<file path="src/rtl/core/ppg_pkg.sv">
// ----------------------------------------------------------------------------
// ppg_pkg
// Shared constants and the quarter-wave sine builder for the plasma pixel
// generator.
// ----------------------------------------------------------------------------
package ppg_pkg;

  localparam int TABLE_SIZE    = 360;
  localparam int QUARTER       = 90;
  localparam int FRAC_BITS_DEF = 14;

  // stream payload widths
  localparam int COL_W  = 8;
  localparam int ROW_W  = 7;
  localparam int TIME_W = 32;
  localparam int IN_W   = 48;
  localparam int CH_W   = 8;
  localparam int OUT_W  = 24;

  // time / 10 and time / 15 by reciprocal, exact for every 32-bit time
  localparam int          RECIP_SHIFT = 35;
  localparam logic [31:0] RECIP_10    = 32'hCCCC_CCCD;
  localparam logic [31:0] RECIP_15    = 32'h8888_8889;

  // angle reduction modulo TABLE_SIZE, exact for operands below 2**NUM_W
  localparam int               NUM_W           = 29;
  localparam int               PROD_W          = 2 * NUM_W;
  localparam int               RECIP_360_SHIFT = 37;
  localparam logic [NUM_W-1:0] RECIP_360       = 29'd381774871;
  localparam int               QUOT_W          = PROD_W - RECIP_360_SHIFT;
  localparam int               ANGLE_W         = 9;
  localparam int               IDX_W           = 7;

  localparam int LEVEL_GAIN = 42;
  localparam int LEVEL_MAX  = 255;
  localparam int LEVEL_W    = 9;

  localparam logic [63:0] PI_Q30 = 64'd3373259426;

  // sine of a whole degree in 0..90 as unsigned fixed point with frac fraction
  // bits, from a Q30 taylor series; evaluated at elaboration only
  function automatic logic [31:0] quarter_sine(input int unsigned deg,
                                               input int unsigned frac);
    logic [63:0]  x;
    logic [63:0]  x2;
    logic [63:0]  term;
    longint       acc;
    longint       r;
    longint       one;
    int unsigned  n;
    x    = (64'(deg) * PI_Q30 + 64'd90) / 64'd180;
    x2   = (x * x) >> 30;
    term = x;
    acc  = longint'(x);
    one  = 64'sd1 <<< frac;
    for (n = 1; n <= 19; n += 2) begin
      term = ((term * x2) >> 30) / 64'((n + 1) * (n + 2));
      if ((((n + 1) >> 1) & 1) != 0) begin
        acc = acc - longint'(term);
      end else begin
        acc = acc + longint'(term);
      end
    end
    if (acc < 0) begin
      acc = 0;
    end
    r = (acc + (64'sd1 <<< (29 - frac))) >>> (30 - frac);
    if (r > one) begin
      r = one;
    end
    return 32'(r);
  endfunction

endpackage

</file>
<file path="src/rtl/core/ppg_mod360.sv">
// ----------------------------------------------------------------------------
// ppg_mod360
// Two-stage reduction of a degree count modulo the sine table size, using a
// reciprocal multiply and one multiply-back subtract.
// ----------------------------------------------------------------------------
module ppg_mod360 (
  input  logic                        clk,
  input  logic                        en,
  input  logic [ppg_pkg::NUM_W-1:0]   num,
  output logic [ppg_pkg::ANGLE_W-1:0] angle
);
  import ppg_pkg::*;

  logic [NUM_W-1:0]  num_d;
  logic [PROD_W-1:0] prod;
  logic [QUOT_W-1:0] quot;
  logic [NUM_W-1:0]  back;
  logic [NUM_W-1:0]  diff;

  always_ff @(posedge clk) begin
    if (en) begin
      num_d <= num;
      prod  <= PROD_W'(num) * PROD_W'(RECIP_360);
    end
  end

  always_comb begin
    quot = prod[RECIP_360_SHIFT +: QUOT_W];
    back = NUM_W'(quot) * NUM_W'(TABLE_SIZE);
    diff = num_d - back;
  end

  // remainder is below the table size, so the low bits hold it
  always_ff @(posedge clk) begin
    if (en) begin
      angle <= diff[ANGLE_W-1:0];
    end
  end

endmodule

</file>
<file path="src/rtl/core/plasma_pixel_generator.sv">
// ----------------------------------------------------------------------------
// plasma_pixel_generator
// Sine-table plasma pixel: three time-shifted angles, summed sines, color map.
// ----------------------------------------------------------------------------
// One pixel per clock cycle while the output is not stalled. The
// seven-stage pipeline (time reciprocal multiply, angle sums, modulo multiply,
// modulo subtract, quarter-wave sine lookup, sine sum, level and color) moves
// as a whole: it advances whenever the output register is empty or being
// taken, so a stalled output holds every stage in place. The sine table is a
// 91-entry quarter wave built at elaboration; sign and mirror give the rest.
module plasma_pixel_generator #(
  parameter int FRAC_BITS = ppg_pkg::FRAC_BITS_DEF
) (
  input  logic                      clk,
  input  logic                      rst,
  input  logic                      s_axis_tvalid,
  output logic                      s_axis_tready,
  input  logic [ppg_pkg::IN_W-1:0]  s_axis_tdata,  // column, row, time_ms, pad
  output logic                      m_axis_tvalid,
  input  logic                      m_axis_tready,
  output logic [ppg_pkg::OUT_W-1:0] m_axis_tdata   // red, green, blue
);
  import ppg_pkg::*;

  localparam int QW     = FRAC_BITS + 1;
  localparam int SW     = FRAC_BITS + 2;
  localparam int SUM_W  = FRAC_BITS + 3;
  localparam int LVL_W  = FRAC_BITS + 9;
  localparam int NSTAGE = 7;

  logic              en;
  logic [NSTAGE-1:0] vld;

  assign en            = !vld[NSTAGE-1] || m_axis_tready;
  assign s_axis_tready = en;
  assign m_axis_tvalid = vld[NSTAGE-1];

  always_ff @(posedge clk) begin
    if (rst) begin
      vld <= '0;
    end else if (en) begin
      vld <= {vld[NSTAGE-2:0], s_axis_tvalid};
    end
  end

  // stage 1: reciprocal products for time / 10 and time / 15
  logic [COL_W-1:0] col1;
  logic [ROW_W-1:0] row1;
  logic [63:0]      p10;
  logic [63:0]      p15;

  always_ff @(posedge clk) begin
    if (en) begin
      col1 <= s_axis_tdata[COL_W-1:0];
      row1 <= s_axis_tdata[COL_W +: ROW_W];
      p10  <= 64'(s_axis_tdata[COL_W+ROW_W +: TIME_W]) * 64'(RECIP_10);
      p15  <= 64'(s_axis_tdata[COL_W+ROW_W +: TIME_W]) * 64'(RECIP_15);
    end
  end

  // stage 2: degree counts before reduction; time / 20 is half of time / 10
  logic [NUM_W-1:0] num [3];

  always_ff @(posedge clk) begin
    if (en) begin
      num[0] <= NUM_W'(p10[RECIP_SHIFT +: NUM_W]) + NUM_W'(col1);
      num[1] <= NUM_W'(p15[RECIP_SHIFT +: NUM_W]) + NUM_W'(row1);
      num[2] <= NUM_W'(p10[RECIP_SHIFT+1 +: NUM_W-1]) + NUM_W'(col1) + NUM_W'(row1);
    end
  end

  // stages 3 and 4: modulo the table size
  logic [ANGLE_W-1:0] ang [3];

  for (genvar i = 0; i < 3; i++) begin : g_lane
    ppg_mod360 u_mod (
      .clk   (clk),
      .en    (en),
      .num   (num[i]),
      .angle (ang[i])
    );
  end

  // quarter-wave table, constant
  logic [QW-1:0] qsin_rom [0:QUARTER];

  for (genvar d = 0; d <= QUARTER; d++) begin : g_qsin
    localparam logic [QW-1:0] QV = QW'(quarter_sine(d, FRAC_BITS));
    assign qsin_rom[d] = QV;
  end

  // stage 5: fold each angle onto the quarter wave and look up
  logic [IDX_W-1:0]    idx [3];
  logic                neg [3];
  logic signed [SW-1:0] mag [3];
  logic signed [SW-1:0] sine [3];

  always_comb begin
    for (int i = 0; i < 3; i++) begin
      if (ang[i] <= ANGLE_W'(QUARTER)) begin
        idx[i] = IDX_W'(ang[i]);
        neg[i] = 1'b0;
      end else if (ang[i] < ANGLE_W'(2 * QUARTER)) begin
        idx[i] = IDX_W'(ANGLE_W'(2 * QUARTER) - ang[i]);
        neg[i] = 1'b0;
      end else if (ang[i] <= ANGLE_W'(3 * QUARTER)) begin
        idx[i] = IDX_W'(ang[i] - ANGLE_W'(2 * QUARTER));
        neg[i] = 1'b1;
      end else begin
        idx[i] = IDX_W'(ANGLE_W'(TABLE_SIZE) - ang[i]);
        neg[i] = 1'b1;
      end
      mag[i] = signed'(SW'(qsin_rom[idx[i]]));
    end
  end

  always_ff @(posedge clk) begin
    if (en) begin
      for (int i = 0; i < 3; i++) begin
        sine[i] <= neg[i] ? -mag[i] : mag[i];
      end
    end
  end

  // stage 6: sum plus 3.0, never negative since each sine is at least -1.0
  logic signed [SW+1:0] sum_c;
  logic [SUM_W-1:0]     sum_q;

  always_comb begin
    sum_c = (SW+2)'(sine[0]) + (SW+2)'(sine[1]) + (SW+2)'(sine[2])
          + (SW+2)'(3 <<< FRAC_BITS);
  end

  always_ff @(posedge clk) begin
    if (en) begin
      sum_q <= SUM_W'(unsigned'(sum_c));
    end
  end

  // stage 7: scale, truncate, saturate, color map
  logic [LVL_W-1:0]   scaled;
  logic [LEVEL_W-1:0] lvl_raw;
  logic [CH_W-1:0]    level;
  logic [OUT_W-1:0]   out_q;

  always_comb begin
    scaled  = LVL_W'(sum_q) * LVL_W'(LEVEL_GAIN);
    lvl_raw = scaled[FRAC_BITS +: LEVEL_W];
    if (lvl_raw > LEVEL_W'(LEVEL_MAX)) begin
      level = CH_W'(LEVEL_MAX);
    end else begin
      level = lvl_raw[CH_W-1:0];
    end
  end

  always_ff @(posedge clk) begin
    if (en) begin
      out_q <= {CH_W'(LEVEL_MAX) - level, {1'b0, level[CH_W-1:1]}, level};
    end
  end

  assign m_axis_tdata = out_q;

`ifndef SYNTH
  a_blue_mirrors_red: assert property (@(posedge clk) disable iff (rst)
    m_axis_tvalid |-> (9'(m_axis_tdata[7:0]) + 9'(m_axis_tdata[23:16])) == 9'd255)
    else $error("blue is not 255 minus red");

  a_green_half_red: assert property (@(posedge clk) disable iff (rst)
    m_axis_tvalid |-> m_axis_tdata[15:8] == {1'b0, m_axis_tdata[7:1]})
    else $error("green is not half of red");

  a_level_range: assert property (@(posedge clk) disable iff (rst)
    m_axis_tvalid |-> m_axis_tdata[7:0] <= 8'd252)
    else $error("level beyond the largest reachable value");

  a_stall_only_when_full: assert property (@(posedge clk) disable iff (rst)
    !s_axis_tready |-> m_axis_tvalid && !m_axis_tready)
    else $error("input stalled while the output could move");
`endif

endmodule

</file>
<file path="config.mk">
export PLATFORM = sky130hd
export DESIGN_NAME = plasma_pixel_generator
export DESIGN_NICKNAME = d
export VERILOG_FILES = /design/src/rtl/core/ppg_pkg.sv /design/src/rtl/core/ppg_mod360.sv /design/src/rtl/core/plasma_pixel_generator.sv
export SDC_FILE = /design/constraint.sdc
export NUM_CORES = 2
export LEC_CHECK = 0
export BUFFER_PORTS_ARGS = -buffer_cell sky130_fd_sc_hd__buf_2
export CORE_MARGIN = 5
export CORE_UTILIZATION = 50
export DETAILED_ROUTE_END_ITERATION = 16
export PLACE_DENSITY = 0.65
export SETUP_SLACK_MARGIN = 0.1
export SYNTH_ARGS = -nofsm -noshare
export SYNTH_HDL_FRONTEND = slang
export SYNTH_SLANG_ARGS = --single-unit
</file>
<file path="constraint.sdc">
create_clock -name clk -period 10.8 [get_ports clk]
set_input_delay 1.08 -clock clk [delete_from_list [all_inputs] [get_ports clk]]
set_output_delay 1.08 -clock clk [all_outputs]
set_load 0.02 [all_outputs]
</file>
### Word-level counts from Yosys, hierarchy flattened

Memory sizes are Yosys's and may differ from the RTL's.
Cells that the tools add are included.

| storage, ports and cells | value |
|---|---|
| input port bits | 52 |
| bits in writable memories | 135 |
| output and inout port bits | 26 |
| memories | 5 |
| bits in read-only memories | 5760 |
| flip-flop bits (word level) | 418 |

| operators by class | value |
|---|---|
| reductions and logical operators | 2 |
| mux-type cells | 27 |
| $mul | 9 |
| add/subtract/negate cells | 23 |
| $lt $le $gt $ge | 13 |
| bitwise operators | 3 |

Memories:

| name | depth | width | read ports | clocked after Yosys merged registers in | wr ports | RTL line | text |
|---|---|---|---|---|---|---|---|
| (no name shown) | 128 | 15 | 1 | 0 | 0 | plasma_pixel_generator.sv:113 | `mag[i] = signed'(SW'(qsin_rom[idx[i]]));` |
| (no name shown) | 128 | 15 | 1 | 0 | 0 | plasma_pixel_generator.sv:113 |  |
| (no name shown) | 128 | 15 | 1 | 0 | 0 | plasma_pixel_generator.sv:113 |  |
| num | 3 | 29 | 3 | 0 | 3 | plasma_pixel_generator.sv:62 | `logic [NUM_W-1:0] num [3];` |
| sine | 3 | 16 | 3 | 0 | 3 | plasma_pixel_generator.sv:96 | `logic signed [SW-1:0] sine [3];` |

Operators with widths:

| cell | count |
|---|---|
| multiplier 29 x 29 -> 58 bit (second input constant) | 3 |
| multiplier 32 x 32 -> 64 bit (second input constant) | 2 |
| two-way mux 15 bit | 6 |
| multiplier 21 x 6 -> 6 bit (second input constant) | 3 |
| two-way mux 7 bit | 9 |
| adder 29 x 7 -> 29 bit | 2 |
| two-way mux 16 bit | 3 |
| negation 15 -> 16 bit | 3 |
| adder 28 x 8 -> 29 bit | 1 |
| adder 29 x 8 -> 29 bit | 1 |
| <= comparator 9 x 7 -> 1 bit (second input constant) | 3 |
| <= comparator 9 bit (second input constant) | 3 |
| < comparator 9 x 8 -> 1 bit (second input constant) | 3 |
| subtractor 9 bit | 3 |
| >= comparator 8 bit (second input constant) | 3 |
| NOT 7 -> 8 bit | 3 |
| multiplier 17 x 5 -> 22 bit (second input constant) | 1 |
| subtractor 6 x 7 -> 7 bit (first input constant) | 3 |
| subtractor 7 x 6 -> 7 bit (second input constant) | 3 |
| subtractor 7 bit (first input constant) | 3 |
| adder 16 x 16 -> 17 bit | 1 |
| adder 17 x 16 -> 17 bit | 1 |
| adder 17 bit (second input constant) | 1 |
| greater-than comparator 9 x 8 -> 1 bit (second input constant) | 1 |
| other kinds (5) | 12 |

### Logic depth before layout (Yosys ltp)

| logic depth | value |
|---|---|
| word-level depth | 10 |
| mapped depth | 28 |
| depth with buffers taken out | 28 |

### By module

From an unflattened synthesis, not the netlist that was laid out.

| second synthesis, totals | value |
|---|---|
| cells, all modules | 8226 |
| area total of the unflattened synthesis | 81235.4 sq um |

By module, submodules not included:

| module | sequential area each (sq um) | area an instance (sq um) | cells each | instances |
|---|---|---|---|---|
| plasma_pixel_generator | 7377.1 | 45812.7 | 4664 | 1 |
| ppg_mod360 (g_lane[0].u_mod) | 720.7 | 11918.9 | 1198 | 1 |
| ppg_mod360 (g_lane[2].u_mod) | 720.7 | 11828.8 | 1198 | 1 |
| ppg_mod360 (g_lane[1].u_mod) | 720.7 | 11674.9 | 1166 | 1 |

### Worst setup path before layout

Ideal clock, no wire load.

| path | value |
|---|---|
| kind | input to output |
| start point | input port m_axis_tready |
| end point | output port s_axis_tready |
| slack | 2.223 ns |
| data arrival time | 7.497 ns |
| data required time | 9.720 ns |
| stages | 3 |
| path through | nor2b_1 > clkbuf_1 > inv_1 |

| on the way | value |
|---|---|
| longest elaborated chain between the ends | 1 |

Ends and longest elaborated chain:

| item | RTL line | text |
|---|---|---|
| start: declaration | plasma_pixel_generator.sv:20 | `input logic m_axis_tready,` |
| logical OR 1 bit | plasma_pixel_generator.sv:34 | `assign en = !vld[NSTAGE-1] \|\| m_axis_tready;` |
| end: declaration | plasma_pixel_generator.sv:17 | `output logic s_axis_tready,` |

No other way between the ends.

### Final worst setup path

| path | value |
|---|---|
| start point | input port s_axis_tdata[23] (netlist bit) |
| end point | register p10[63] (data pin) |

| on the way | value |
|---|---|
| longest elaborated chain between the ends | 1 |

Ends and longest elaborated chain:

| item | RTL line | text |
|---|---|---|
| start: declaration | plasma_pixel_generator.sv:18 | `input logic [ppg_pkg::IN_W-1:0] s_axis_tdata,` |
| multiplier 32 x 32 -> 64 bit | plasma_pixel_generator.sv:56 | `p10 <= 64'(s_axis_tdata[COL_W+ROW_W +: TIME_W]) * 64'(RECIP_10);` |
| end signal: assignment | plasma_pixel_generator.sv:56 |  |
| end: declaration | plasma_pixel_generator.sv:49 | `logic [63:0] p10;` |

No other way between the ends.
A chain may end at the register's enable or synchronous reset.

==> results_dict.tcl <==
set metrics [dict create \
    route.detailed.drc 0 \
    start_util 0.5018 \
    n_fill_cell 14201 \
    arrival_ps 9370 \
    avgSynthCellArea_um2 10.03 \
    slew-limit-headroom 0.2301 \
    chipWidth_um 408.5 \
    fmax_mhz 111.1 \
    hold_viol 0 \
    coreArea_mm2 0.1582 \
    clkLatencyLatePin_ps 640 \
    synth_top_area_cell "fa_1" \
    detail-route-antenna-nets 0 \
    grt_max_degree 158 \
    ctsResizeCount 0 \
    cts_inserted_buffers 40 \
    hold_class "reg2reg" \
    final_common_cell "inv_1" \
    io_pins 78 \
    vias 54662 \
    tightest_slew_ps 1152 \
    synth-main-ff-cell "edfxtp_1" \
    min_period_ps 9003 \
    htree_levels 2 \
    cts_root_buf "clkbuf_16" \
    yosys.area.top_type_share 0.3364 \
    syn2layout_area_growth_pct 5.111 \
    grt_pass1_wl_mm 334.4 \
    fin_skew_ps 60.03 \
    syn_nets 10837 \
    numClockSinks 320 \
    place_hpwl_mm 181.8 \
    ys_seq_area_frac 0.1202 \
    yosysUniqueCellTypes 108 \
    first_pass_iters 6 \
    grt_pass1_vias 58327 \
    grt-ovfl-total 0 \
    async_flop_share 0 \
    wl_per_cell_um 21.10 \
    synth.top_cells.by_area "fa_1 (34%), ha_1 (24%), edfxtp_1 (12%), inv_1 (11%), xnor2_1 (2.4%)" \
    routed_wl_mm 211.8 \
    endpoint_kind "register" \
    cts-hold-fix-buffers 0 \
    postCtsSetupBuffers 0 \
    drv_slew 0 \
    start_kind "primary input" \
    setup_viol_count_final 0 \
    crit_required_ps 11160 \
    mostFrequentLayoutCells "inv_1 (2,416), ha_1 (1,536), fa_1 (1,334), edfxtp_1 (313), a21oi_1 (236)" \
    fp.dieH_um 408.5 \
    cts.clk_slew.worst_paths_ps 60 \
    grt_usage 0.2575 \
    antenna_found_initial 8 \
    grt_setup_unrepaired "no" \
    portBuffers 75 \
    num_rows 146 \
    regArea_mm2 0.009539 \
    finalCritPeriodShare 0.8336 \
    status "finished clean" \
    cts_tree "done" \
    nets 10849 \
    clock_path_buffers 3 \
    multiInputGateArea_mm2 0.06008 \
    via_per_inst 5.448 \
    drt-initial-drc-count 3970 \
    gp_congestion 0.9825 \
    fin_setup_tns_ps 0 \
    critPathKind "in2reg" \
    drv_cap 0 \
    drive_above_1_share 0.03267 \
    synth_seq_cells 320 \
    die_area_mm2 0.1668 \
    netlist_instances 7915 \
    netlist_area_mm2 0.07938 \
    synth-edff-count 313 \
    ys_warn_count 0 \
    cp_max_fo 13 \
]
-- Yosys cell counts (18+ instances only) --
cell       count
a211o_1       18
a211oi_1      43
a21o_1       127
a21oi_1      236
a221oi_1      22
a31oi_1       36
and2_1        26
and3_1        36
buf_2         52
clkbuf_1      57
edfxtp_1     313
fa_1        1334
ha_1        1536
inv_1       2417
nand2_1      211
nand2b_1      27
nand3_1       95
nand4_1       43
nor2_1       198
nor2b_1       30
nor3_1        55
o2111ai_1     18
o211ai_1      47
o21a_1        31
o21ai_0      144
o21bai_1      24
o221ai_1      25
o31ai_1       18
xnor2_1      213
xor2_1       132
-- worst max-delay path: stages --
cell       delay (ps)
buf_2             410
ha_1              520
xnor2_1           380
o21ai_0           240
fa_1              530
inv_1             120
fa_1              420
fa_1              550
inv_1              50
fa_1              440
fa_1              520
fa_1              420
ha_1              310
a21o_1            190
a21o_1            170
a21oi_1           170
o21a_1            140
o21ai_0           100
a211o_1           350
a31o_2            330
a221oi_1          540
o21ai_1           360
a2111o_1          500
a2111oi_0         380
a211oi_1           80
-- per-layer routing --
layer	up-vias	wire length (µm)	global-route usage
li1	25206	-	-
met1	27564	92290	0.3561
met2	1594	100000	0.4283
met3	294	13090	0.03477
met4	4	6324	0.06876
met5	-	27	0
-- flip-flops by register name, summed over array words and instances (netlist names) --
name	count
m_axis_tdata	16
p15	29
col1	8
g_lane.u_mod.num_d	24
sum_q	17
row1	7
g_lane.u_mod.angle	27
vld	7
num	87
g_lane.u_mod.prod	21
sine	48
p10	29
-- cells by family after synthesis --
| logic type | Yosys count | synth area share |
|---|---|---|
| multiplexers | 30 | 0.004555 |
| buffers and inverters | 2566 | 0.1232 |
| flip-flops | 320 | 0.1202 |
| adder cells (fa/ha/maj) | 2871 | 0.5786 |
| AND/OR/NAND/NOR | 803 | 0.04995 |
| AO/OA/AOI/OAI | 977 | 0.08499 |
| other | 1 | 0.00004724 |
| XOR/XNOR | 347 | 0.03847 |
-- cell type report --
cell class                      count  share of cell area
Multi-Input combinational cell   5029              0.7200
Sequential cell                   320              0.1143
Timing Repair Buffer              114            0.008157
Inverter                         2422              0.1090
Clock inverter                     30            0.005128
Tap cell                         2072             0.03107
Clock buffer                       43             0.01213
Antenna cell                        4           0.0001200
-- path summary, 6_finish.rpt --
| kind | start | endpoint | slack, ps | cells past startpoint |
|---|---|---|---|---|
| worst max-delay path | s_axis_tdata[23] | p10[63] | 1800 | 25 |
| worst min-delay path | g_lane[1].u_mod.num_d[1] | g_lane[1].u_mod.angle[1] | 420 | 0 |
| worst max register to register | num[0][4] | g_lane[0].u_mod.prod[42] | 1890 | 23 |
| worst min register to register | g_lane[1].u_mod.num_d[1] | g_lane[1].u_mod.angle[1] | 420 | 0 |
-- per-stage QoR --
step	setup WS [ps]	cell area, µm²	util	cells	hold slack, ps
3_5_place_dp	1119	81990	0.5183	9957	404.5
6_report	1797	83440	0.5275	10034	418.8
4_1_cts	1806	83430	0.5274	10030	419.2
2_1_floorplan	2223	79380	-	7915	400.3
5_1_grt	1366	83440	0.5274	10032	435.8
3_3_place_gp	1177	81990	0.5183	9957	401.2
Power is not shown: default switching activity piles up to over one toggle a cycle in this logic, so the estimate is an artifact.
